### config.mk
export PLATFORM = sky130hd
export DESIGN_NAME = waveform_column_plotter
export DESIGN_NICKNAME = d
export VERILOG_FILES = /design/src/hdl/wcp_pkg.sv /design/src/hdl/wcp_column_calc.sv /design/src/hdl/waveform_column_plotter.sv
export SDC_FILE = /design/constraint.sdc
export NUM_CORES = 1
export LEC_CHECK = 0
export ABC_AREA = 1
export ABC_CLOCK_PERIOD_IN_PS = 11600
export BUFFER_PORTS_ARGS = -buffer_cell sky130_fd_sc_hd__buf_2
export CELL_PAD_IN_SITES_DETAIL_PLACEMENT = 1
export CELL_PAD_IN_SITES_GLOBAL_PLACEMENT = 2
export CORE_MARGIN = 2
export CORE_UTILIZATION = 38
export CTS_BUF_LIST = sky130_fd_sc_hd__clkbuf_4 sky130_fd_sc_hd__clkbuf_8
export DETAILED_ROUTE_END_ITERATION = 7
export HOLD_SLACK_MARGIN = 0.1
export PLACE_DENSITY_LB_ADDON = 0.1
export SYNTH_ARGS = -nofsm -noshare
export SYNTH_HDL_FRONTEND = slang
export SYNTH_SLANG_ARGS = --single-unit
### constraint.sdc
create_clock -name clk -period 11.6 [get_ports clk]
set_input_delay 0.58 -clock clk [delete_from_list [all_inputs] [get_ports clk]]
set_output_delay 0.58 -clock clk [all_outputs]
set_load 0.005 [all_outputs]
### src/hdl/wcp_pkg.sv
// wcp_pkg: shared widths, result record and pixel mask helper for the
// waveform column plotter. No dependencies.
`timescale 1ns / 1ps

package wcp_pkg;

  // field widths
  localparam int SAMPLE_W = 10;
  localparam int ROW_W    = 5;
  localparam int PIX_W    = 32;
  localparam int COL_W    = 6;

  // stream data widths, padded to whole bytes
  localparam int IN_TDATA_W  = 16;
  localparam int OUT_TDATA_W = 40;

  // default frame width in columns
  localparam int NUM_COLUMNS_DEF = 64;

  // rows must jump by more than this before the gap is filled
  localparam logic [ROW_W:0] GAP_LIMIT = 6'd4;

  // one finished display column
  typedef struct packed {
    logic [COL_W-1:0] column;
    logic [PIX_W-1:0] pixels;
    logic             last_column;
  } wcp_result_t;

  // mask with bits lo..hi set, lo <= hi
  function automatic logic [PIX_W-1:0] range_mask(input logic [ROW_W-1:0] lo,
                                                  input logic [ROW_W-1:0] hi);
    logic [PIX_W-1:0] ones;
    ones = '1;
    return (ones >> (ROW_W'(PIX_W - 1) - hi)) & (ones << lo);
  endfunction

endpackage

### src/hdl/wcp_column_calc.sv
// wcp_column_calc: turns a sample pair into a display row and the column's
// pixel mask, including the vertical gap fill. Depends on wcp_pkg.
`timescale 1ns / 1ps

module wcp_column_calc
  import wcp_pkg::*;
(
  input  logic signed [SAMPLE_W-1:0] first_sample,
  input  logic signed [SAMPLE_W-1:0] second_sample,
  input  logic        [ROW_W-1:0]    prev_row,
  input  logic                       fill_en,
  output logic        [ROW_W-1:0]    row,
  output logic        [PIX_W-1:0]    pixels
);

  logic signed [SAMPLE_W:0]   pair_sum;
  logic signed [SAMPLE_W:0]   sum_adj;
  logic signed [SAMPLE_W-1:0] mean;
  logic        [SAMPLE_W-1:0] level;
  logic        [ROW_W:0]      row_x;
  logic        [ROW_W:0]      prev_x;

  // mean truncated toward zero: bias negative sums by one before the shift
  assign pair_sum = {first_sample[SAMPLE_W-1], first_sample}
                  + {second_sample[SAMPLE_W-1], second_sample};
  assign sum_adj  = pair_sum + {{SAMPLE_W{1'b0}}, pair_sum[SAMPLE_W]};
  assign mean     = sum_adj[SAMPLE_W:1];

  // offset by 512 is a flip of the sign bit; the level always fits 0..1023,
  // so 31 - level/32 stays in range and needs no clamp
  assign level = {~mean[SAMPLE_W-1], mean[SAMPLE_W-2:0]};
  assign row   = ~level[SAMPLE_W-1 -: ROW_W];

  assign row_x  = {1'b0, row};
  assign prev_x = {1'b0, prev_row};

  // lit row plus the gap toward the previous row on a fill_en jump over GAP_LIMIT
  always_comb begin
    pixels = '0;
    pixels[row] = 1'b1;
    if (fill_en) begin
      if (row_x > prev_x + GAP_LIMIT) begin
        pixels = pixels | range_mask(prev_row + ROW_W'(1), row);
      end else if (row_x + GAP_LIMIT < prev_x) begin
        pixels = pixels | range_mask(row, prev_row - ROW_W'(1));
      end
    end
  end

endmodule

### src/hdl/waveform_column_plotter.sv
// waveform_column_plotter: top level, pairs samples, tracks the column
// count and buffers results in an output register plus skid register.
// Depends on wcp_pkg and wcp_column_calc.
//
//   channel  dir  tdata                          tuser        tlast
//   in_      in   sample[9:0]                    frame_start  -
//   out_     out  column[5:0], pixels[37:6]      -            last_column
//
// One sample is taken per cycle while in_tready is high; every second sample
// yields a registered column, computed in a single pass from the sample and
// the held state. A stalled output fills the skid register; in_tready drops
// only when both result registers are full. rst_n is synchronous and clears
// the pairing phase, column count, previous row and valid flags.
`timescale 1ns / 1ps

module waveform_column_plotter
  import wcp_pkg::*;
#(
  parameter int NUM_COLUMNS = NUM_COLUMNS_DEF
) (
  input  logic                   clk,
  input  logic                   rst_n,
  // input stream
  input  logic                   in_tvalid,
  output logic                   in_tready,
  input  logic [IN_TDATA_W-1:0]  in_tdata,   // [9:0] sample, rest zero
  input  logic                   in_tuser,   // [0] frame_start
  // result stream
  output logic                   out_tvalid,
  input  logic                   out_tready,
  output logic [OUT_TDATA_W-1:0] out_tdata,  // [5:0] column, [37:6] pixels
  output logic                   out_tlast   // last_column
);

  localparam int CNT_W = (NUM_COLUMNS > 2) ? $clog2(NUM_COLUMNS) : 1;
  localparam logic [CNT_W-1:0] LAST_CNT = CNT_W'(NUM_COLUMNS - 1);

  logic [SAMPLE_W-1:0] held_r,  held_nxt;
  logic                phase_r, phase_nxt;
  logic [CNT_W-1:0]    count_r, count_nxt;
  logic [ROW_W-1:0]    prev_r,  prev_nxt;

  wcp_result_t out_r,   out_nxt;
  wcp_result_t skid_r,  skid_nxt;
  logic        out_valid_r,  out_valid_nxt;
  logic        skid_valid_r, skid_valid_nxt;

  logic                in_req;
  logic                cur_phase;
  logic [CNT_W-1:0]    cur_count;
  logic                push;
  logic                pop;
  logic                is_last;
  logic [ROW_W-1:0]    new_row;
  logic [PIX_W-1:0]    new_pixels;
  wcp_result_t         new_res;

  assign in_tready = ~skid_valid_r;
  assign in_req    = in_tvalid & in_tready;

  // frame start drops a half pair and restarts the count
  assign cur_phase = in_tuser ? 1'b0 : phase_r;
  assign cur_count = in_tuser ? '0 : count_r;
  assign is_last   = (cur_count >= LAST_CNT);
  assign push      = in_req & cur_phase;
  assign pop       = out_valid_r & out_tready;

  wcp_column_calc u_calc (
    .first_sample  (held_r),
    .second_sample (in_tdata[SAMPLE_W-1:0]),
    .prev_row      (prev_r),
    .fill_en       (cur_count > CNT_W'(1)),
    .row           (new_row),
    .pixels        (new_pixels)
  );

  assign new_res.column      = COL_W'(cur_count);
  assign new_res.pixels      = new_pixels;
  assign new_res.last_column = is_last;

  // pairing state and column count
  always_comb begin
    held_nxt  = held_r;
    phase_nxt = phase_r;
    count_nxt = count_r;
    prev_nxt  = prev_r;
    if (in_req) begin
      if (!cur_phase) begin
        held_nxt  = in_tdata[SAMPLE_W-1:0];
        phase_nxt = 1'b1;
        count_nxt = cur_count;
      end else begin
        phase_nxt = 1'b0;
        prev_nxt  = new_row;
        count_nxt = is_last ? '0 : cur_count + CNT_W'(1);
      end
    end
  end

  // output register with skid stage
  always_comb begin
    out_nxt        = out_r;
    skid_nxt       = skid_r;
    out_valid_nxt  = out_valid_r;
    skid_valid_nxt = skid_valid_r;
    if (skid_valid_r) begin
      if (pop) begin
        out_nxt        = skid_r;
        skid_valid_nxt = 1'b0;
      end
    end else if (push) begin
      if (!out_valid_r || pop) begin
        out_nxt       = new_res;
        out_valid_nxt = 1'b1;
      end else begin
        skid_nxt       = new_res;
        skid_valid_nxt = 1'b1;
      end
    end else if (pop) begin
      out_valid_nxt = 1'b0;
    end
  end

  // control registers
  always_ff @(posedge clk) begin
    if (!rst_n) begin
      held_r       <= '0;
      phase_r      <= 1'b0;
      count_r      <= '0;
      prev_r       <= '0;
      out_valid_r  <= 1'b0;
      skid_valid_r <= 1'b0;
    end else begin
      held_r       <= held_nxt;
      phase_r      <= phase_nxt;
      count_r      <= count_nxt;
      prev_r       <= prev_nxt;
      out_valid_r  <= out_valid_nxt;
      skid_valid_r <= skid_valid_nxt;
    end
  end

  // result payload
  always_ff @(posedge clk) begin
    out_r  <= out_nxt;
    skid_r <= skid_nxt;
  end

  assign out_tvalid = out_valid_r;
  assign out_tdata  = {{(OUT_TDATA_W - PIX_W - COL_W){1'b0}}, out_r.pixels, out_r.column};
  assign out_tlast  = out_r.last_column;

endmodule
==> run metrics, run 1 <==
outcome=finished, final reports clean; Final Hold Fails=0; # hold bufs at CTS=0; Post-DP Area=7173 µm²; Post-Synth XOR/XNOR Area=0.2611%; initial antenna violation count=0; leakage=3.435 nW; CTS max path bufs=2; area of the core=17300 µm²; largest family of logic cells by synthesized area=simple AND/OR/NAND/NOR gates; CP Class=flip-flop to flip-flop; Ant. Diodes=0; final WL=21510 µm; vias in the first global route=6272; Synth async-reset ratio=0%; r2r endpoint=out_tdata[25]$_DFFE_PP_; Compound-Gate Fraction of Synth Area=8.002%; Simple-Gate Fraction of Synth Area=36.06%; Primary FF master, synth=edfxtp_1; Synth Area in Adders=6.081%; Setup violations, final=0; Critical Path Start Type=flip-flop; htree depth=3; top cells by area, synth=edfxtp_1, nand2_1, dfxtp_1, nand3_1, ha_1; worst hold path depth=3; Die H=136.9 µm; Post-CTS Setup Inserts=0; Syn Inst Count=919; max cap viols=0; initial DRC count=391; count leader, synth=nand2_1; unrepaired setup endpoints after global routing=false; Reg2Reg Depth=29; Hold WC Path Type=input port to flip-flop; Worst setup EP type=flip-flop; TritonCTS clock tree=built; antenna viol nets, final=0; Yosys cell types=40; routed len/inst=18.03 µm; Setup WS pre-CTS=5.996 ns; P per Cell Area=136.3 nW/µm²; post-synthesis sequential area ratio=42.08%; first-pass GRT wire length=34580 µm; top cell type's share of synthesized area=34.92%; f_max=191.7 MHz; grt total ovfl=0; Worst Tran Pin Value=1.161 ns; Nets=1016; drt first pass iters=5; number of vias per cell=5.264; Tot GR Track Use=24.16%; worst clock skew=0.02392 ns; Syn. warnings=0; WP data required=11.86 ns; Initial Utilization=38.78%; DRC Markers=0; fin crit period=5.216 ns; synthesized flop and latch total=102; crit path DAT=5.48 ns; mean area per synthesized cell=7.299 µm²; WHS Endpoint=held_r[2]$_SDFFE_PN0P_; Final Max Slew Viols=0; Post-Synthesis Cell Area=6708 µm²; Sink Count=102; post-synthesis mux area share=0%; worst skew pair latency=0.40 ns; Rel. slew slack=22.39%; slowest CP cell=nor2_1; Final GP Congestion=0.9561; # IOs=64; Die ar.=18730 µm²; final setup TNS=0 ns; Num CTS Buffers=9; I/O Buffers=55; dpl hpwl=16430 µm; Worst VDD drop=71.11 µV; Pwr Total=0.001007 W; internal reg-to-reg setup slack=6.38 ns; Max FO, Critical Path=11; slowest stage delay, CP=0.66 ns; most used cell, CP=nand2_1; Final period util=44.97%; Post-synth EDFFs=78; commonest cells in the netlist=nand2_1, inv_1, nand3_1; Chip Width=136.9 µm; R2R Path Start=held_r[0]$_SDFFE_PN0P_; post-route setup slack=6.384 ns; Final Cell Area=7388 µm²; clock tree root driver cell=clkbuf_8; clk slew on worst S/H paths=0.12 ns; layout cells sized above 1=11.05%; largest area contributor in the netlist=edfxtp_1; largest net degree at the start of global routing=48; Resized cells post-CTS=0; Rows=48; hold path start=in_tdata[2]; via count=6280; P&R area growth vs syn=10.15%
-- placed cells by master, fill, tap and decap left out, types with 3 or more instances in the layout --
| master | count |
|---|---|
| a21oi_1 | 17 |
| a31oi_1 | 3 |
| buf_2 | 55 |
| buf_4 | 4 |
| clkbuf_8 | 9 |
| dfxtp_1 | 24 |
| edfxtp_1 | 78 |
| ha_1 | 31 |
| inv_1 | 92 |
| inv_2 | 4 |
| inv_8 | 3 |
| nand2_1 | 354 |
| nand2_2 | 7 |
| nand3_1 | 90 |
| nand3_2 | 4 |
| nand3b_1 | 3 |
| nand4_1 | 8 |
| nor2_1 | 79 |
| nor2_4 | 7 |
| nor3_1 | 7 |
| o211ai_1 | 16 |
| o21ai_0 | 41 |
| o22ai_1 | 5 |
-- final cells by class --
type                       count  area, µm²
clock buffer                   9      123.9
clock inverter                 7      91.34
timing repair buffer          59      305.3
fill                        2238       9908
sequential                   102       2823
tap                          225      281.5
inverter                      96      360.3
multi-input combinational    695       3403
-- power breakdown --
part           internal [W]  leakage, nW  total (W)  switching (W)
logic             0.0000957         2.41   0.000356       0.000260
clock network     0.0000899        0.108   0.000244       0.000154
registers          0.000403        0.920   0.000406     0.00000358
-- per-layer routing --
layer	global-route usage, %	wire, µm	vias up
met3	3.296	923	28
li1	-	-	3088
met2	38.25	9832	144
met1	34.05	10230	3020
met4	8.018	523	0
met5	0	0	-
-- worst max path at each step --
stage / startpoint / endpoint / slack [ns] / cells past startpoint
3_3_place_gp: in_tdata[0] / out_tdata[27]$_DFFE_PP_ / 6.03 / 30
6_report: held_r[0]$_SDFFE_PN0P_ / out_tdata[25]$_DFFE_PP_ / 6.38 / 29
3_5_place_dp: in_tdata[0] / out_tdata[25]$_DFFE_PP_ / 6.00 / 30
5_1_grt: held_r[0]$_SDFFE_PN0P_ / out_tdata[27]$_DFFE_PP_ / 5.85 / 29
4_1_cts: held_r[0]$_SDFFE_PN0P_ / out_tdata[25]$_DFFE_PP_ / 6.37 / 29
2_1_floorplan: in_tdata[0] / out_tdata[30]$_DFFE_PP_ / 7.46 / 26
-- cells by family (layout without fill, tap and decap cells) --
group / Yosys count / count (layout)
AOI/OAI and AO/OA: 92 / 92
xor gates and xnor gates: 2 / 2
adders and majority gates: 32 / 32
buffers and inverters: 123 / 171
DFF: 102 / 102
other: 1 / 2
and+or+nand+nor: 567 / 567
-- worst max-delay path, delay by kind of cell, from the launching register on --
| kind | cells | cell delay (ns) |
|---|---|---|
| buffers and inverters | 3 | 0.37 |
| AOI/OAI and AO/OA | 3 | 0.45 |
| DFF | 1 | 0.33 |
| adders and majority gates | 3 | 0.94 |
| and+or+nand+nor | 20 | 2.98 |
-- per-stage QoR --
step	hold WS, ns	utilization [%]	cells
after global placement	0.4551	41.47	1177
after CTS	0.3954	42.72	1193
after detailed placement	0.4680	41.47	1177
after global routing	0.4184	42.72	1193
after floorplan	0.4434	-	920
final	0.4158	42.72	1193
-- sequential cells by signal (all words and copies together) (netlist names) --
name,count
out_tvalid,1
out_tdata,38
prev_r,5
phase_r,1
count_r,6
skid_r,39
held_r,10
skid_valid_r,1
out_tlast,1
No activity file was read; power rests on OpenSTA's default activity.
==> inputs of run 2 (changes only) <==
--- a/config.mk
+++ b/config.mk
@@ -6,12 +6,12 @@
 export NUM_CORES = 1
 export LEC_CHECK = 0
 export ABC_AREA = 1
-export ABC_CLOCK_PERIOD_IN_PS = 11600
+export ABC_CLOCK_PERIOD_IN_PS = 4400
 export BUFFER_PORTS_ARGS = -buffer_cell sky130_fd_sc_hd__buf_2
 export CELL_PAD_IN_SITES_DETAIL_PLACEMENT = 1
 export CELL_PAD_IN_SITES_GLOBAL_PLACEMENT = 2
 export CORE_MARGIN = 2
-export CORE_UTILIZATION = 38
+export CORE_UTILIZATION = 32
 export CTS_BUF_LIST = sky130_fd_sc_hd__clkbuf_4 sky130_fd_sc_hd__clkbuf_8
 export DETAILED_ROUTE_END_ITERATION = 7
 export HOLD_SLACK_MARGIN = 0.1
==> constraint.sdc (replaced) <==
create_clock -name clk -period 4.4 [get_ports clk]
set_input_delay 0.22 -clock clk [delete_from_list [all_inputs] [get_ports clk]]
set_output_delay 0.22 -clock clk [all_outputs]
set_load 0.005 [all_outputs]
==> run metrics, run 2 (synthesis results as in run 1) <==
largest net degree at the start of global routing=48 (unchanged); routed len/inst=17.35 µm (was 18.03 µm); Worst VDD drop=147.3 µV (was 71.11 µV); antenna viol nets, final=0 (unchanged); slowest CP cell=dlygate4sd3_1 (was nor2_1); Pint=0.001654 W (was 0.0005884 W); # fillers=2589 (was 2238); Buf+Inv Stages, Crit Path=5 (was 3); htree depth=3 (unchanged); first-pass GRT wire length=34790 µm (was 34580 µm); Reg2Reg Depth=29 (unchanged); CTS max path bufs=2 (unchanged); worst skew pair latency=0.41 ns (was 0.40 ns); clock tree root driver cell=clkbuf_8 (unchanged); Hold WC Path Type=input port to flip-flop (unchanged); internal reg-to-reg setup slack=0.37 ns (was 6.38 ns); Die ar.=22140 µm² (was 18730 µm²); Flop pwr share=38.1% (was 40.4%); Initial Utilization=32.83% (was 38.78%); Ant. Diodes=0 (unchanged); clk slew on worst S/H paths=0.13 ns (was 0.12 ns); worst clock skew=0.02311 ns (was 0.02392 ns); leakage=3.614 nW (was 3.435 nW); Final GP Congestion=0.9267 (was 0.9561); initial antenna violation count=0 (unchanged); r2r endpoint=out_tdata[30]$_DFFE_PP_ (was out_tdata[25]$_DFFE_PP_); Max FO, Critical Path=7 (was 11); Chip Width=148.8 µm (was 136.9 µm); outcome=finished, final reports clean (unchanged); max cap viols=0 (unchanged); layout cells sized above 1=15.92% (was 11.05%); utilization after layout=38.63% (was 42.72%); crit path DAT=4.35 ns (was 5.48 ns); grt total ovfl=0 (unchanged); Net Sw Power=0.001156 W (was 0.0004184 W); R2R Path Start=held_r[0]$_SDFFE_PN0P_ (unchanged); I/O Buffers=55 (unchanged); # IOs=64 (unchanged); Rows=52 (was 48); Sw Ratio=41.15% (was 41.56%); WP data required=4.67 ns (was 11.86 ns); Sink Count=102 (unchanged); DRC Markers=0 (unchanged); Critical Path Start Type=input port (was flip-flop); max reg flops=39 (unchanged); Reg with most FFs=skid_r (unchanged); Rel. slew slack=19.80% (was 22.39%); f_max=245.1 MHz; fin crit period=4.080 ns; crit-path leading delay family=simple AND/OR/NAND/NOR gates (unchanged); Final Cell Area=7893 µm² (was 7388 µm²); drt first pass iters=5 (unchanged); Post-DP Area=7402 µm² (was 7173 µm²); worst hold path depth=4 (was 3); worst hold slack=0.1851 ns (was 0.4158 ns); Die H=148.8 µm (was 136.9 µm); Nets=1053 (was 1016); initial DRC count=206 (was 391); number of vias per cell=4.845 (was 5.264); Final Hold Fails=0 (unchanged); post-route setup slack=0.3200 ns (was 6.384 ns); Worst Tran Pin Value=1.200 ns (was 1.161 ns); most used cell, CP=nand2_1 (unchanged); slowest stage delay, CP=0.54 ns (was 0.66 ns); WHS Endpoint=out_tvalid$_SDFFE_PN0P_ (was held_r[2]$_SDFFE_PN0P_); CP Class=input port to flip-flop (was flip-flop to flip-flop); area of the core=20430 µm² (was 17300 µm²); critical path depth=29 (unchanged); via count=6178 (was 6280); final WL=22120 µm (was 21510 µm); most frequent cells in the layout=nand2_1, inv_1, nand3_1 (unchanged); power share of the combinational group=39.3% (was 35.4%); TritonCTS clock tree=built (unchanged); vias in the first global route=6109 (was 6272); Setup violations, final=0 (unchanged); Clk pwr share=22.6% (was 24.3%); Setup WS pre-CTS=0.1529 ns (was 5.996 ns); P per Cell Area=356.0 nW/µm² (was 136.3 nW/µm²); Worst setup EP type=flip-flop (unchanged); P&R area growth vs syn=17.66% (was 10.15%); Num CTS Buffers=9 (unchanged); dpl hpwl=16460 µm (was 16430 µm); hold path start=out_tready (was in_tdata[2]); most common cell after layout, fill and taps aside=nand2_1 (unchanged); Final period util=92.73%; Tot GR Track Use=20.37% (was 24.16%); Final Max Slew Viols=0 (unchanged)
==> run 2: cell types whose count changed in the layout (fill, tap and decap cells not counted), moves of 4 or more <==
cell	change
nor2_1	-5
buf_4	+27
nor2_2	+4
dlygate4sd3_1	+9
nand2_2	+8
nand3_1	-4
nand2_1	-11
==> run 2: what timing repair did <==
action | CTS | global route
gates resized for setup | 0 | 38
hold buffers | 10 | 0
buffers inserted | 0 | 4
endpoints found under the setup margin | 0 | 63
hold endpoints to repair | 10 | 0
==> run 2: stage by stage <==
| stage | total power, W | setup TNS (ns) | cells |
|---|---|---|---|
| 6_report | 0.002810 | 0 | 1275 |
| 3_5_place_dp | 0.002102 | 0 | 1245 |
| 2_1_floorplan | 0.001762 | 0 | 920 |
| 5_1_grt | 0.002992 | -0.06734 | 1275 |
| 3_3_place_gp | 0.002100 | 0 | 1245 |
| 4_1_cts | 0.002755 | 0 | 1271 |
==> run 2: worst max-delay path by stage <==
stage	from	to	slack (ns)
2_1_floorplan	held_r[0]$_SDFFE_PN0P_	out_tdata[30]$_DFFE_PP_	0.56
3_3_place_gp	in_tdata[0]	out_tdata[27]$_DFFE_PP_	0.19
3_5_place_dp	in_tdata[0]	out_tdata[27]$_DFFE_PP_	0.15
4_1_cts	in_tdata[0]	out_tdata[27]$_DFFE_PP_	0.02
5_1_grt	in_tdata[2]	out_tdata[24]$_DFFE_PP_	-0.02
6_report	in_tdata[2]	out_tdata[30]$_DFFE_PP_	0.32
==> run 2: layout make-up <==
cell class	instances	area, µm²	area share (%)
Inverter	96	366.6	4.645
Sequential cell	102	2823	35.76
Multi-Input combinational cell	695	3543	44.90
Tap cell	270	337.8	4.280
Clock inverter	7	81.33	1.030
Clock buffer	9	123.9	1.569
Timing Repair Buffer	96	616.8	7.815
==> run 2: worst min-delay path, delay by kind of cell <==
| kind | cells | cell delay (ns) |
|---|---|---|
| and+or+nand+nor | 1 | 0.12 |
| AOI/OAI and AO/OA | 1 | 0.11 |
| buffers and inverters | 2 | 0.10 |
==> run 2: power by group through the flow <==
| stage | Clock [W] | Sequential (W) | Combinational, W |
|---|---|---|---|
| 2_1_floorplan | 0 | 0.00109 | 0.000669 |
| 3_3_place_gp | 0 | 0.00109 | 0.00101 |
| 3_5_place_dp | 0 | 0.00109 | 0.00101 |
| 4_1_cts | 0.000662 | 0.00107 | 0.00102 |
| 5_1_grt | 0.000693 | 0.00107 | 0.00122 |
| 6_report | 0.000635 | 0.00107 | 0.00110 |
==> run 2: per-layer routing <==
layer | up-vias | wire length (µm) | share of wire (%) | track usage [%]
met4 | 0 | 424 | 1.9 | 6.286
met1 | 2880 | 11010 | 50 | 29.53
met5 | - | 0 | 0 | 0
met3 | 25 | 793 | 3.6 | 2.477
met2 | 106 | 9891 | 45 | 31.83
li1 | 3167 | - | - | -
